<file path="src/rtl/bire_pkg.sv">
// bire_pkg: shared types and constants of the bilinear image resampler.
// Used by the controller, datapath, register file, top level and checker.
// No dependencies.
`default_nettype none

package bire_pkg;

  // Fixed field widths
  localparam int FRAC_BITS   = 16;
  localparam int SAMPLE_BITS = 16;
  localparam int IDX_W       = 12;   // row / col on the input channel
  localparam int OUT_DIM     = 4096;
  localparam int CMP_W       = 13;   // holds any size or index up to 4096
  localparam int POS_W       = 30;   // 17-bit offset + 12x17 product
  localparam int WGT_W       = FRAC_BITS + 1;
  localparam int MUL_A_W     = SAMPLE_BITS + FRAC_BITS;
  localparam int ACC_W       = SAMPLE_BITS + 2 * FRAC_BITS;

  // Configuration register widths and reset values
  localparam int SIZE_W = 9;
  localparam int Q_W    = 17;
  localparam logic [SIZE_W-1:0] SRC_WIDTH_RST  = 9'd256;
  localparam logic [SIZE_W-1:0] SRC_HEIGHT_RST = 9'd256;
  localparam logic [Q_W-1:0]    STEP_RST       = 17'd65536;
  localparam logic [Q_W-1:0]    X_OFFSET_RST   = 17'd0;
  localparam logic [Q_W-1:0]    Y_OFFSET_RST   = 17'd0;

  localparam int PADDR_W = 5;
  localparam int PDATA_W = 32;

  // Input command codes
  localparam logic CMD_WRITE = 1'b0;
  localparam logic CMD_QUERY = 1'b1;

  typedef enum logic [2:0] {
    REG_SRC_WIDTH  = 3'd0,
    REG_SRC_HEIGHT = 3'd1,
    REG_STEP       = 3'd2,
    REG_X_OFFSET   = 3'd3,
    REG_Y_OFFSET   = 3'd4
  } reg_idx_t;

  typedef struct packed {
    logic [SIZE_W-1:0] src_width;
    logic [SIZE_W-1:0] src_height;
    logic [Q_W-1:0]    step_q16;
    logic [Q_W-1:0]    x_offset_q16;
    logic [Q_W-1:0]    y_offset_q16;
  } cfg_regs_t;

  // Which neighbor the memory read fetches
  typedef enum logic [1:0] {
    RD_TL = 2'd0,
    RD_TR = 2'd1,
    RD_BL = 2'd2,
    RD_BR = 2'd3
  } rd_sel_t;

  // Shared multiply-accumulate operations
  typedef enum logic [2:0] {
    MAC_HOLD  = 3'd0,
    MAC_LEFT  = 3'd1,  // acc  = sample * (1 - fx)
    MAC_RIGHT = 3'd2,  // acc += sample * fx
    MAC_BOT   = 3'd3,  // acc  = bottom * fy + half
    MAC_TOP   = 3'd4   // acc += top * (1 - fy)
  } mac_op_t;

  typedef struct packed {
    logic    wr_en;
    logic    cap_en;
    logic    pos_en;
    logic    split_en;
    logic    rd_en;
    rd_sel_t rd_sel;
    mac_op_t mac_op;
    logic    save_top;
  } dp_cmd_t;

endpackage

`default_nettype wire

</file>
<file path="src/rtl/bire_ctrl.sv">
// bire_ctrl: sequencer for the resampler; accepts transactions and steps the
// datapath through position, split, four neighbor reads and the blend.
// Depends on bire_pkg.
`default_nettype none

module bire_ctrl (
  input  wire logic          clk,
  input  wire logic          rst_n,
  input  wire logic          start,
  input  wire logic          in_cmd,
  output logic               busy,
  output logic               out_valid,
  output bire_pkg::dp_cmd_t  cmd
);

  typedef enum logic [3:0] {
    S_IDLE,
    S_POS,
    S_SPLIT,
    S_RD_TL,
    S_RD_TR,
    S_RD_BL,
    S_RD_BR,
    S_HB,
    S_VB0,
    S_VB1
  } state_t;

  state_t state_r, state_nxt;
  logic   busy_r, busy_nxt;
  logic   strobe_r, strobe_nxt;
  logic   accept;

  assign accept    = start && !busy_r;
  assign busy      = busy_r;
  assign out_valid = strobe_r;

  always_comb begin
    state_nxt  = state_r;
    busy_nxt   = busy_r;
    strobe_nxt = 1'b0;
    unique case (state_r)
      S_IDLE: begin
        if (accept && in_cmd == bire_pkg::CMD_QUERY) begin
          state_nxt = S_POS;
          busy_nxt  = 1'b1;
        end
      end
      S_POS:   state_nxt = S_SPLIT;
      S_SPLIT: state_nxt = S_RD_TL;
      S_RD_TL: state_nxt = S_RD_TR;
      S_RD_TR: state_nxt = S_RD_BL;
      S_RD_BL: state_nxt = S_RD_BR;
      S_RD_BR: state_nxt = S_HB;
      S_HB:    state_nxt = S_VB0;
      S_VB0:   state_nxt = S_VB1;
      S_VB1: begin
        state_nxt  = S_IDLE;
        busy_nxt   = 1'b0;
        strobe_nxt = 1'b1;
      end
      default: state_nxt = S_IDLE;
    endcase
  end

  always_ff @(posedge clk) begin
    if (!rst_n) begin
      state_r  <= S_IDLE;
      busy_r   <= 1'b0;
      strobe_r <= 1'b0;
    end else begin
      state_r  <= state_nxt;
      busy_r   <= busy_nxt;
      strobe_r <= strobe_nxt;
    end
  end

  // Datapath commands decoded from state; read data is registered and used in the state after its address
  always_comb begin
    cmd          = '0;
    cmd.rd_sel   = bire_pkg::RD_TL;
    cmd.mac_op   = bire_pkg::MAC_HOLD;
    unique case (state_r)
      S_IDLE: begin
        cmd.wr_en  = accept && in_cmd == bire_pkg::CMD_WRITE;
        cmd.cap_en = accept && in_cmd == bire_pkg::CMD_QUERY;
      end
      S_POS:   cmd.pos_en   = 1'b1;
      S_SPLIT: cmd.split_en = 1'b1;
      S_RD_TL: begin
        cmd.rd_en  = 1'b1;
        cmd.rd_sel = bire_pkg::RD_TL;
      end
      S_RD_TR: begin
        cmd.rd_en  = 1'b1;
        cmd.rd_sel = bire_pkg::RD_TR;
        cmd.mac_op = bire_pkg::MAC_LEFT;
      end
      S_RD_BL: begin
        cmd.rd_en  = 1'b1;
        cmd.rd_sel = bire_pkg::RD_BL;
        cmd.mac_op = bire_pkg::MAC_RIGHT;
      end
      S_RD_BR: begin
        cmd.rd_en    = 1'b1;
        cmd.rd_sel   = bire_pkg::RD_BR;
        cmd.mac_op   = bire_pkg::MAC_LEFT;
        cmd.save_top = 1'b1;
      end
      S_HB:    cmd.mac_op = bire_pkg::MAC_RIGHT;
      S_VB0:   cmd.mac_op = bire_pkg::MAC_BOT;
      S_VB1:   cmd.mac_op = bire_pkg::MAC_TOP;
      default: ;
    endcase
  end

endmodule

`default_nettype wire

</file>
<file path="config.mk">
export PLATFORM = sky130hd
export DESIGN_NAME = bire_ctrl
export DESIGN_NICKNAME = d
export VERILOG_FILES = /design/src/rtl/bire_pkg.sv /design/src/rtl/bire_ctrl.sv
export SDC_FILE = /design/constraint.sdc
export NUM_CORES = 1
export LEC_CHECK = 0
export BUFFER_PORTS_ARGS = -buffer_cell sky130_fd_sc_hd__buf_2
export CAP_MARGIN = 10
export CORE_AREA = 3 3 40 42
export CTS_BUF_LIST = sky130_fd_sc_hd__clkbuf_4 sky130_fd_sc_hd__clkbuf_8
export CTS_CLUSTER_SIZE = 16
export DETAILED_ROUTE_END_ITERATION = 8
export DIE_AREA = 0 0 43 45
export PLACE_DENSITY = 0.53
export SLEW_MARGIN = 10
export SYNTH_ARGS = -nofsm -noshare
export SYNTH_HDL_FRONTEND = slang
export SYNTH_SLANG_ARGS = --single-unit
</file>
<file path="constraint.sdc">
create_clock -name clk -period 2.1 [get_ports clk]
set_clock_uncertainty 0.05 [all_clocks]
set_input_delay 0.105 -clock clk [delete_from_list [all_inputs] [get_ports clk]]
set_output_delay 0.105 -clock clk [all_outputs]
set_load 0.05 [all_outputs]
</file>
==> metrics.md <==
| Metric | Value |
|---|---|
| Status | `finished clean` |
| Synth Net Count | `50` |
| Ys async rst share | `0%` |
| Yosys top cell area share | `31.58%` |
| Port Buffers | `16` |
| Core area | `1285 um^2` |
| Final setup fails | `0` |
| Largest family of logic cells by synthesized area | `simple AND/OR/NAND/NOR gates` |
| Inst Count DP | `72` |
| EDFF count, synth | `0` |
| Area share of fa/ha/maj cells after synthesis | `0%` |
| Clk root buf | `clkbuf_4` |
| Gr usage total | `9.242%` |
| Largest net degree at the start of global routing | `14` |
| Initial Util | `29.60%` |
| GR peak layer | `met2` |
| Number of global-route vias before repair | `290` |
| Slowest cell on crit path | `or4b_4` |
| Seq/Total Area, Yosys | `31.58%` |
| Top Ports | `17` |
| Relative slew slack | `71.77%` |
| Via count | `376` |
| First-pass GRT wire length | `1262 um` |
| Cells after Synth | `46` |
| Synth Flop Type | `dfxtp_1` |
| Final net count | `66` |
| Clock latency on the worst-skew pair | `0.24 ns` |
| Routed len/inst | `11.21 um` |
| Full die area | `1935 um^2` |
| Total design power | `0.3427 mW` |
| Data required time of the worst path | `1.95 ns` |
| Clock sink count | `6` |
| Worst-Margin Slew | `0.4228 ns` |
| Number of max-cap violations | `0` |
| Tmin final | `1.802 ns` |
| Final Non-Filler Cells | `75` |
| ANT cells | `0` |
| Post-synth top area cell | `dfxtp_1` |
| Clk slew on worst S/H paths | `0.05 ns` |
| Mapped Area | `380.4 um^2` |
| Post-synth top cells | `dfxtp_1, nand2b_1, nor2_1, nor3_1` |
| Initial DRC count | `3` |
| Share of cells above drive strength 1 | `38.33%` |
| Worst path max stage delay | `0.52 ns` |
| CTS tree | `built` |
| Multiplexer area fraction after synthesis | `0%` |
| Critical path, cell by cell | `or4b_4 > o21ai_0 > buf_2` |
| Die height | `45 um` |
| VDD IR-drop max | `298.2 uV` |
| Htree depth | `1` |
| WS Path Type | `flip-flop to output port` |
| Post-synthesis register bit count | `6` |
| Total gr overflow | `0` |
| WHS | `0.1023 ns` |
| Max Freq | `554.8 MHz` |
| DRT antenna net count | `0` |
| Worst path arrival time | `1.65 ns` |
| Routed wire length | `841 um` |
| Rows | `13` |
| CP Launch Type | `flip-flop` |
| Crit path buf inv count | `1` |
| Pleak | `0.2147 nW` |
| RSZ-0062 raised after global routing | `no` |
| DPL Wire Length | `605.6 um` |
| DRC errors left | `0` |
| Synth Area per Inst | `8.269 um^2` |
| Cell family with most CP delay | `simple AND/OR/NAND/NOR gates` |
| Most common cell in the synthesized netlist | `dfxtp_1` |
| Main area contributors after synthesis | `dfxtp_1, nand2b_1, nor3_1` |
| Slew Limit Fails | `0` |
| Syn-to-layout area delta | `23.03%` |
| Die Width | `43 um` |
| Ys Warns | `0` |
| P per Cell Area | `732.4 nW/um^2` |
| Simple-gate share of the synthesized area | `38.16%` |
| GRT met2 Usage | `11.68%` |
| Synth Area in XOR/XNOR | `2.303%` |
| Vias/cell | `5.013` |
| Hold buffer count at CTS | `0` |
| Synth Area in Compound Gates | `17.11%` |
| Clk buf depth | `2` |
| Final hold violation count | `0` |
| Met1 usage | `11.57%` |
| CTS Buf Count | `3` |
| Final Cycle Share | `85.83%` |
| Cell variety after synth | `25` |
| Initial antenna violation count | `0` |
| Buffer count from post-CTS setup fixing | `0` |
| Routing usage on met3 | `2.390%` |
| Placer Congestion | `0.6659` |
| Max FO, Critical Path | `12` |
| Crit. End Element | `output port` |
| Worst min-delay path category | `primary input to flip-flop` |
| CTS resizes | `0` |
| Drt first pass iters | `4` |
==> final timing paths <==
check,startpoint,endpoint,slack (ns),depth (start not counted)
setup / recovery,state_r[3],cmd[2],0.30,3
hold / removal,rst_n,busy,0.10,3
setup reg to reg,state_r[3],busy,0.83,2
hold reg to reg,busy,busy,0.46,2
==> state kept, by name, indices dropped and copies added, names as in the netlist <==
register and cells:
out_valid 1, state_r 4, busy 1
==> layout make-up <==
cell class,instances,area (um^2)
inverter,2,7.507
fill,136,817.0
multi-input combinational,33,219.0
clock buffer,3,22.52
timing repair buffer,16,80.08
sequential,6,120.1
tap,15,18.77
==> layer usage <==
layer	up-vias	wire length, um	part of all wire [%]
met5	-	0	0
met4	0	17	2.0
met3	2	63	7.5
met2	12	331	39
met1	166	428	51
li1	196	-	-
==> worst min-delay path: stages <==
cell and delay (ns):
buf_2 0.11, nand2_1 0.06, o32ai_1 0.07
==> through the flow <==
stage | setup slack [ns] | setup TNS, ns | util, % | cell area (um^2)
4_1_cts | 0.2984 | 0 | 36.42 | 467.9
6_report | 0.2977 | 0 | 36.42 | 467.9
3_5_place_dp | 0.5595 | 0 | 34.66 | 445.4
5_1_grt | 0.2001 | 0 | 36.42 | 467.9
2_1_floorplan | -0.2776 | -0.5552 | - | 380.4
3_3_place_gp | 0.5898 | 0 | 34.66 | 445.4
==> cells in the final DEF, fill, tap and decap left out <==
cell type,n
buf_2,16
dfxtp_1,6
nand2b_1,4
nor2_1,4
nor3_1,4
clkbuf_4,3
inv_1,2
nand3b_1,2
a21oi_1,2
nand2_1,2
nor4_1,2
a211oi_1,2
xnor2_1,1
or3_1,1
a21bo_2,1
and4bb_2,1
or3b_1,1
or4b_4,1
o21ai_0,1
o21a_1,1
nand4b_1,1
a21oi_2,1
o32ai_1,1
==> report_power, final <==
part / total [mW] / internal [mW] / switching [mW]
registers: 0.140 / 0.122 / 0.0182
logic: 0.0970 / 0.0275 / 0.0695
clock network: 0.106 / 0.0646 / 0.0412
==> kinds of logic after synthesis <==
logic type	after synthesis
AND/OR/NAND/NOR	23
XOR/XNOR	1
AO/OA/AOI/OAI	9
flip-flops	6
buffers and inverters	7
Power figures use the tool's default switching activity.
