$ cat config.mk
export PLATFORM = sky130hd
export DESIGN_NAME = bire_cfg
export DESIGN_NICKNAME = d
export VERILOG_FILES = /design/src/rtl/bire_pkg.sv /design/src/rtl/bire_cfg.sv
export SDC_FILE = /design/constraint.sdc
export NUM_CORES = 1
export LEC_CHECK = 0
export ABC_CLOCK_PERIOD_IN_PS = 1300
export BUFFER_PORTS_ARGS = -buffer_cell sky130_fd_sc_hd__buf_2
export CAP_MARGIN = 10
export CORE_MARGIN = 8
export CORE_UTILIZATION = 43
export DETAILED_ROUTE_END_ITERATION = 8
export PLACE_DENSITY_LB_ADDON = 0.25
export SLEW_MARGIN = 30
export SYNTH_ARGS = -nofsm -noshare
export SYNTH_HDL_FRONTEND = slang
export SYNTH_SLANG_ARGS = --single-unit
$ cat constraint.sdc
create_clock -name clk -period 1.3 [get_ports clk]
set_input_delay 0.195 -clock clk [delete_from_list [all_inputs] [get_ports clk]]
set_output_delay 0.195 -clock clk [all_outputs]
set_load 0.02 [all_outputs]
$ cat src/rtl/bire_pkg.sv
// bire_pkg: shared types and constants of the bilinear image resampler.
// Used by the controller, datapath, register file, top level and checker.
// No dependencies.
`default_nettype none

package bire_pkg;

  // Fixed field widths
  localparam int FRAC_BITS   = 16;
  localparam int SAMPLE_BITS = 16;
  localparam int IDX_W       = 12;   // row / col on the input channel
  localparam int OUT_DIM     = 4096;
  localparam int CMP_W       = 13;   // holds any size or index up to 4096
  localparam int POS_W       = 30;   // 17-bit offset + 12x17 product
  localparam int WGT_W       = FRAC_BITS + 1;
  localparam int MUL_A_W     = SAMPLE_BITS + FRAC_BITS;
  localparam int ACC_W       = SAMPLE_BITS + 2 * FRAC_BITS;

  // Configuration register widths and reset values
  localparam int SIZE_W = 9;
  localparam int Q_W    = 17;
  localparam logic [SIZE_W-1:0] SRC_WIDTH_RST  = 9'd256;
  localparam logic [SIZE_W-1:0] SRC_HEIGHT_RST = 9'd256;
  localparam logic [Q_W-1:0]    STEP_RST       = 17'd65536;
  localparam logic [Q_W-1:0]    X_OFFSET_RST   = 17'd0;
  localparam logic [Q_W-1:0]    Y_OFFSET_RST   = 17'd0;

  localparam int PADDR_W = 5;
  localparam int PDATA_W = 32;

  // Input command codes
  localparam logic CMD_WRITE = 1'b0;
  localparam logic CMD_QUERY = 1'b1;

  typedef enum logic [2:0] {
    REG_SRC_WIDTH  = 3'd0,
    REG_SRC_HEIGHT = 3'd1,
    REG_STEP       = 3'd2,
    REG_X_OFFSET   = 3'd3,
    REG_Y_OFFSET   = 3'd4
  } reg_idx_t;

  typedef struct packed {
    logic [SIZE_W-1:0] src_width;
    logic [SIZE_W-1:0] src_height;
    logic [Q_W-1:0]    step_q16;
    logic [Q_W-1:0]    x_offset_q16;
    logic [Q_W-1:0]    y_offset_q16;
  } cfg_regs_t;

  // Which neighbor the memory read fetches
  typedef enum logic [1:0] {
    RD_TL = 2'd0,
    RD_TR = 2'd1,
    RD_BL = 2'd2,
    RD_BR = 2'd3
  } rd_sel_t;

  // Shared multiply-accumulate operations
  typedef enum logic [2:0] {
    MAC_HOLD  = 3'd0,
    MAC_LEFT  = 3'd1,  // acc  = sample * (1 - fx)
    MAC_RIGHT = 3'd2,  // acc += sample * fx
    MAC_BOT   = 3'd3,  // acc  = bottom * fy + half
    MAC_TOP   = 3'd4   // acc += top * (1 - fy)
  } mac_op_t;

  typedef struct packed {
    logic    wr_en;
    logic    cap_en;
    logic    pos_en;
    logic    split_en;
    logic    rd_en;
    rd_sel_t rd_sel;
    mac_op_t mac_op;
    logic    save_top;
  } dp_cmd_t;

endpackage

`default_nettype wire

$ cat src/rtl/bire_cfg.sv
// bire_cfg: APB-style configuration register file.
// Depends on bire_pkg.
`default_nettype none

module bire_cfg (
  input  wire logic                          clk,
  input  wire logic                          rst_n,
  input  wire logic                          psel,
  input  wire logic                          penable,
  input  wire logic                          pwrite,
  input  wire logic [bire_pkg::PADDR_W-1:0]  paddr,
  input  wire logic [bire_pkg::PDATA_W-1:0]  pwdata,
  output logic      [bire_pkg::PDATA_W-1:0]  prdata,
  output logic                               pready,
  output bire_pkg::cfg_regs_t                cfg
);

  bire_pkg::cfg_regs_t cfg_r;
  bire_pkg::reg_idx_t  idx;
  logic                wr_txn;

  assign idx    = bire_pkg::reg_idx_t'(paddr[4:2]);
  assign wr_txn = psel && penable && pwrite;
  assign pready = 1'b1;
  assign cfg    = cfg_r;

  always_ff @(posedge clk) begin
    if (!rst_n) begin
      cfg_r.src_width    <= bire_pkg::SRC_WIDTH_RST;
      cfg_r.src_height   <= bire_pkg::SRC_HEIGHT_RST;
      cfg_r.step_q16     <= bire_pkg::STEP_RST;
      cfg_r.x_offset_q16 <= bire_pkg::X_OFFSET_RST;
      cfg_r.y_offset_q16 <= bire_pkg::Y_OFFSET_RST;
    end else if (wr_txn) begin
      unique case (idx)
        bire_pkg::REG_SRC_WIDTH:  cfg_r.src_width    <= pwdata[bire_pkg::SIZE_W-1:0];
        bire_pkg::REG_SRC_HEIGHT: cfg_r.src_height   <= pwdata[bire_pkg::SIZE_W-1:0];
        bire_pkg::REG_STEP:       cfg_r.step_q16     <= pwdata[bire_pkg::Q_W-1:0];
        bire_pkg::REG_X_OFFSET:   cfg_r.x_offset_q16 <= pwdata[bire_pkg::Q_W-1:0];
        bire_pkg::REG_Y_OFFSET:   cfg_r.y_offset_q16 <= pwdata[bire_pkg::Q_W-1:0];
        default: ;
      endcase
    end
  end

  always_comb begin
    unique case (idx)
      bire_pkg::REG_SRC_WIDTH:  prdata = bire_pkg::PDATA_W'(cfg_r.src_width);
      bire_pkg::REG_SRC_HEIGHT: prdata = bire_pkg::PDATA_W'(cfg_r.src_height);
      bire_pkg::REG_STEP:       prdata = bire_pkg::PDATA_W'(cfg_r.step_q16);
      bire_pkg::REG_X_OFFSET:   prdata = bire_pkg::PDATA_W'(cfg_r.x_offset_q16);
      bire_pkg::REG_Y_OFFSET:   prdata = bire_pkg::PDATA_W'(cfg_r.y_offset_q16);
      default:                  prdata = '0;
    endcase
  end

endmodule

`default_nettype wire

==> flow_metrics.env, run 1 <==
export IMPL_numCtsBuffers=9
export IMPL_grt_use_total_pct=18.7
export IMPL_critPathSlowestCell="dfxtp_2"
export IMPL_ctsRootBufferMaster="clkbuf_8"
export IMPL_crit_end="prdata[2]"
export IMPL_status="finished, violations left"
export IMPL_io_pins=144
export IMPL_ys_warn_count=0
export IMPL_place_gp_congestion=0.811
export IMPL_clock_sinks=69
export IMPL_ys_ff_latch=69
export IMPL_crit_path_max_incr_delay_ns=0.33
export IMPL_drcViolationCount=0
export IMPL_syn_to_final_growth_pct=44.4
export IMPL_synth_enable_flop_cells=0
export IMPL_ys_seq_area_share_pct=42.3
export IMPL_finalHoldViolCount=0
export IMPL_fin_nets=531
export IMPL_avgSynthCellArea_sq_um=9.45
export IMPL_finalSetupTns_ns=-1.73
export IMPL_fp_coreArea_sq_um=7290
export IMPL_crit_family="flip-flops"
export IMPL_syn_inst=345
export IMPL_cts_tree="done"
export IMPL_grt_pass1_vias=3073
export IMPL_synth_ff_type="dfxtp_1"
export IMPL_synth_top_cells_by_count="92 x nand2_1, 77 x mux2i_1, 69 x dfxtp_1"
export IMPL_largest_reg_flops=69
export IMPL_avgViaCountPerCell=5.00
export IMPL_rrSetupSlack_ns=0.58
export IMPL_crit_fanout=2
export IMPL_synth_area_leaders="dfxtp_1 42%, mux2i_1 24%, nand2_1 11%, buf_4 4.1%, a22oi_1 3.7%"
export IMPL_grt_pass1_wl_um=15300
export IMPL_ys_types=29
export IMPL_cp_startpoint="cfg[36]"
export IMPL_rsz0062_at_grt="true"
export IMPL_start_kind="register"
export IMPL_fmaxAchievable_mhz=664
export IMPL_cp_arrival_ns=1.31
export IMPL_setup_ws_ns=-0.206
export IMPL_min_path_type="in -> reg"
export IMPL_synth_top_area_share_pct=42.3
export IMPL_violations="setup timing"
export IMPL_path_class="reg -> out"
export IMPL_antenna_cells=0
export IMPL_start_util_pct=44.7
export IMPL_cts_hold_buf=0
export IMPL_async_flop_share_pct=0
export IMPL_drive_gt1_share_pct=49.3
export IMPL_power_density_nw_per_um2=871
export IMPL_crit_chain="mux2_2 -> a22oi_2 -> o22ai_2 -> buf_6"
export IMPL_crit_path_end_kind="primary output"
export IMPL_p_leak_nw=2.15
export IMPL_skew_ns=0
export IMPL_period_share_pct=116
export IMPL_period_minus_slack_ns=1.51
export IMPL_syn_area_sq_um=3260
export IMPL_ant_nets=0
export IMPL_wl_um=9940
export IMPL_routedWlPerCell_um=16.8
export IMPL_htreeDepth=3
export IMPL_rr_startpoint="cfg[66]"
export IMPL_crit_buf_inv=1
export IMPL_ir_worst_vdd_uv=517
export IMPL_setup_violations=12
export IMPL_reg2reg_to="cfg[66]"
export IMPL_post_dp_hpwl_um=7260
export IMPL_insertion_delay_ns=0.33
export IMPL_yosys_area_top_type="dfxtp_1"
export IMPL_clockBufferDepth=2
export IMPL_grt_ovfl_total=0
export IMPL_preCtsSetupSlack_ns=-0.246
export IMPL_worst_r2r_path_depth=3
export IMPL_port_buffers=110
export IMPL_rows=31
export IMPL_grt_start_max_net_pins=54
export IMPL_antenna_found_initial=0
export IMPL_dieArea_sq_um=10600
export IMPL_die_w_um=103
export IMPL_firstDrtPassIters=4
export IMPL_synth_most_common_cell="nand2_1"
export IMPL_clkTransAtPathRegs_ns=0.07
export IMPL_dr_total_vias=2958
export IMPL_cp_depth=4
export IMPL_slew_viol_final=0
export IMPL_max_cap_violations=0
export IMPL_initialDrtViolationCount=107
export IMPL_cp_required_ns=1.11
export IMPL_die_h_um=103
routing by layer:
layer  track usage, %  wire (um)  up-vias
met5                0          0        -
met4             7.23         93        0
met3             4.59        576        9
met2             32.0       4940       74
met1             21.9       4330     1438
li1                 -          -     1437
cell families (layout without fill, tap and decap cells):
group | Yosys count | in the layout | synth area share (%)
buffers and inverters | 42 | 176 | 8.71
muxes | 86 | 86 | 26.7
other | 2 | 16 | 0.230
AOI/OAI and AO/OA | 35 | 35 | 6.98
and+or+nand+nor | 111 | 111 | 15.0
DFF | 69 | 69 | 42.3
metrics by stage:
stage	instance area (sq um)	std cells	hold slack, ns	utilization (%)	power [W]
CTS	4650	591	0.141	63.7	0.00414
floorplan	3380	359	0.360	-	0.00248
global route	4710	592	0.160	64.6	0.00428
detailed placement	4120	562	0.464	56.5	0.00262
global placement	4120	562	0.453	56.5	0.00261
finish	4710	592	0.155	64.6	0.00410
worst min-delay path, cell delays in order:
cell	delay, ns
buf_2	0.09
nand2_1	0.08
mux2i_1	0.07
worst min-delay path by stage:
stage / startpoint / endpoint / slack [ns] / cells after the start
finish: pwdata[15] / cfg[32] / 0.15 / 3
CTS: pwdata[15] / cfg[32] / 0.14 / 3
floorplan: pwdata[16] / cfg[33] / 0.36 / 2
detailed placement: cfg[23] / cfg[23] / 0.46 / 2
global route: pwdata[10] / cfg[27] / 0.16 / 3
global placement: cfg[24] / cfg[24] / 0.45 / 2
final cells by class:
type | instances | area (sq um)
clock buffers | 13 | 149
clock inverters | 2 | 10.0
fillers | 594 | 2580
inverters | 1 | 3.75
multi-input cells | 248 | 1870
flip-flops and latches | 69 | 1410
well taps | 99 | 124
repair buffers | 160 | 1140
what timing repair did:
action / in CTS / in global routing
gates cloned: 1 / 0
setup buffers: 13 / 3
gates resized for setup: 78 / 23
setup endpoints to repair: 17 / 17
pin swaps: 20 / 11
report_power, final:
group	switching (W)	leakage (nW)	internal, W
combinational	0.000298	1.50	0.000193
clock	0.000740	0.0833	0.000731
sequential	0.0000130	0.568	0.00213
total	0.00105	2.15	0.00305
placed cells by master, fill, tap and decap left out, types with 3 or more instances in the layout:
master / n
a22oi_2: 8
buf_12: 9
mux2_4: 4
dfxtp_1: 47
mux2i_1: 75
o22ai_2: 8
buf_6: 15
nand2_1: 84
dfxtp_2: 22
nand2_4: 6
nor2b_1: 7
o21ai_2: 6
buf_4: 45
clkbuf_8: 10
buf_2: 91
conb_1: 16
mux2_2: 5
a22oi_1: 8
clkbuf_1: 3
Note: power is estimated with default switching activity, not from simulation.
==> run 2: changes to the inputs <==
--- a/config.mk
+++ b/config.mk
@@ -8,6 +8,7 @@
 export ABC_CLOCK_PERIOD_IN_PS = 1300
 export BUFFER_PORTS_ARGS = -buffer_cell sky130_fd_sc_hd__buf_2
 export CAP_MARGIN = 10
+export CORE_ASPECT_RATIO = 0.5
 export CORE_MARGIN = 8
 export CORE_UTILIZATION = 43
 export DETAILED_ROUTE_END_ITERATION = 8
==> run 2 against run 1 <==
Compared with the run above:
- the run still ends with setup timing left
- clock-buffer cell count up 2
- register-to-register slack better by 0.04 ns
- combinational power down 6.5%
- first-iteration DRC count up 32%
- non-clock buffer count down 6
- largest cell class unchanged
- largest power group is now clock
- highest routed layer unchanged
==> flow_metrics.env, run 2 (synthesis gave the netlist of run 1 again) <==
export IMPL_syn_to_final_growth_pct=44.5
export IMPL_drcViolationCount=0
export IMPL_fin_nets=525
export IMPL_clockBufferDepth=2
export IMPL_cp_required_ns=1.11
export IMPL_largest_reg_flops=69
export IMPL_ant_nets=0
export IMPL_routedWlPerCell_um=16.9
export IMPL_rrSetupSlack_ns=0.62
export IMPL_grt_start_max_net_pins=48
export IMPL_period_minus_slack_ns=1.49
export IMPL_clkTransAtPathRegs_ns=0.05
export IMPL_layout_common_cells="92 x buf_2, 85 x nand2_1, 77 x mux2i_1"
export IMPL_start_kind="register"
export IMPL_cp_startpoint="cfg[38]"
export IMPL_fmaxAchievable_mhz=671
export IMPL_rr_startpoint="cfg[37]"
export IMPL_ir_worst_vdd_uv=629
export IMPL_drive_gt1_share_pct=46.0
export IMPL_cts_hold_buf=0
export IMPL_slew_viol_final=0
export IMPL_ctsRootBufferMaster="clkbuf_16"
export IMPL_violations="setup timing"
export IMPL_min_path_type="in -> reg"
export IMPL_post_dp_cell_area_sq_um=4110
export IMPL_final_cell_area_sq_um=4710
export IMPL_htreeDepth=3
export IMPL_p_leak_nw=2.11
export IMPL_io_pins=144
export IMPL_die_w_um=139
export IMPL_rsz0062_at_grt="true"
export IMPL_antenna_cells=0
export IMPL_grt_use_total_pct=17.9
export IMPL_layout_commonest_cell="buf_2"
export IMPL_insertion_delay_ns=0.33
export IMPL_avgViaCountPerCell=5.04
export IMPL_period_share_pct=115
export IMPL_worst_r2r_path_depth=3
export IMPL_cts_tree="done"
export IMPL_antenna_found_initial=0
export IMPL_skew_ns=0
export IMPL_finalHoldViolCount=0
export IMPL_fp_coreArea_sq_um=7350
export IMPL_max_cap_violations=0
export IMPL_dieArea_sq_um=10800
export IMPL_initialDrtViolationCount=141
export IMPL_grt_pass1_wl_um=15600
export IMPL_crit_end="prdata[4]"
export IMPL_setup_ws_ns=-0.190
export IMPL_setup_violations=16
export IMPL_dr_total_vias=2939
export IMPL_power_density_nw_per_um2=1060
export IMPL_place_gp_congestion=0.766
export IMPL_port_buffers=110
export IMPL_reg2reg_to="cfg[37]"
export IMPL_grt_pass1_vias=3021
export IMPL_numCtsBuffers=9
export IMPL_cp_arrival_ns=1.29
export IMPL_crit_fanout=2
export IMPL_crit_path_end_kind="primary output"
export IMPL_post_dp_hpwl_um=6910
export IMPL_firstDrtPassIters=4
export IMPL_status="finished, violations left"
export IMPL_rows=22
export IMPL_hold_ws_ns=0.158
export IMPL_die_h_um=77.6
export IMPL_grt_ovfl_total=0
export IMPL_start_util_pct=44.4
export IMPL_wl_um=9840
export IMPL_path_class="reg -> out"
export IMPL_clock_sinks=69
-- run 2: worst max-delay path, stage by stage, from the launching register on --
cell and delay (ns):
dfxtp_2 0.32, mux2_4 0.27, a22oi_2 0.15, o22ai_2 0.09
buf_6 0.14
-- run 2: worst min-delay path by stage --
stage | startpoint | to | slack, ns | cells after the start
after floorplan | pwdata[16] | cfg[33] | 0.36 | 2
after global placement | cfg[18] | cfg[18] | 0.46 | 2
after detailed placement | cfg[49] | cfg[49] | 0.46 | 2
after CTS | pwdata[16] | cfg[50] | 0.14 | 3
after global routing | pwdata[12] | cfg[12] | 0.18 | 3
final | pwdata[16] | cfg[50] | 0.16 | 3
-- run 2: routing by layer --
layer	track usage, %	vias to the layer above	wire length (um)
li1	-	1427	-
met1	21.9	1412	4460
met2	29.8	92	4760
met3	5.49	8	537
met4	6.30	0	88
met5	0	-	0
-- run 2: area by class of cell --
cell class	count	area (sq um)
clock buffer	15	298
timing repair buffer	154	1080
multi-input combinational	248	1820
tap	96	120
fill	608	2640
inverter	1	3.75
sequential	69	1400
-- run 2: metrics by stage --
step,TNS (ns),total power (W),util [%],setup slack [ns],cells
6_report,-1.80,0.00500,64.1,-0.190,583
5_1_grt,-2.43,0.00517,64.1,-0.244,583
4_1_cts,-2.86,0.00503,62.8,-0.227,580
3_5_place_dp,-15.40,0.00260,55.9,-0.394,559
3_3_place_gp,-14.80,0.00260,55.9,-0.396,559
2_1_floorplan,-0.676,0.00248,-,-0.0672,359
-- run 2: repair_timing --
action / CTS / global route
pin swaps: 15 / 13
endpoints found under the hold margin: 0 / 0
resized for setup: 54 / 25
endpoints found under the setup margin: 17 / 17
setup buffers: 6 / 3
-- run 2: where the power goes --
| part | leakage (nW) | internal [W] | switching, W | total, W |
|---|---|---|---|---|
| logic | 1.40 | 0.000169 | 0.000290 | 0.000459 |
| clock network | 0.148 | 0.00154 | 0.000851 | 0.00239 |
| registers | 0.562 | 0.00213 | 0.0000122 | 0.00214 |
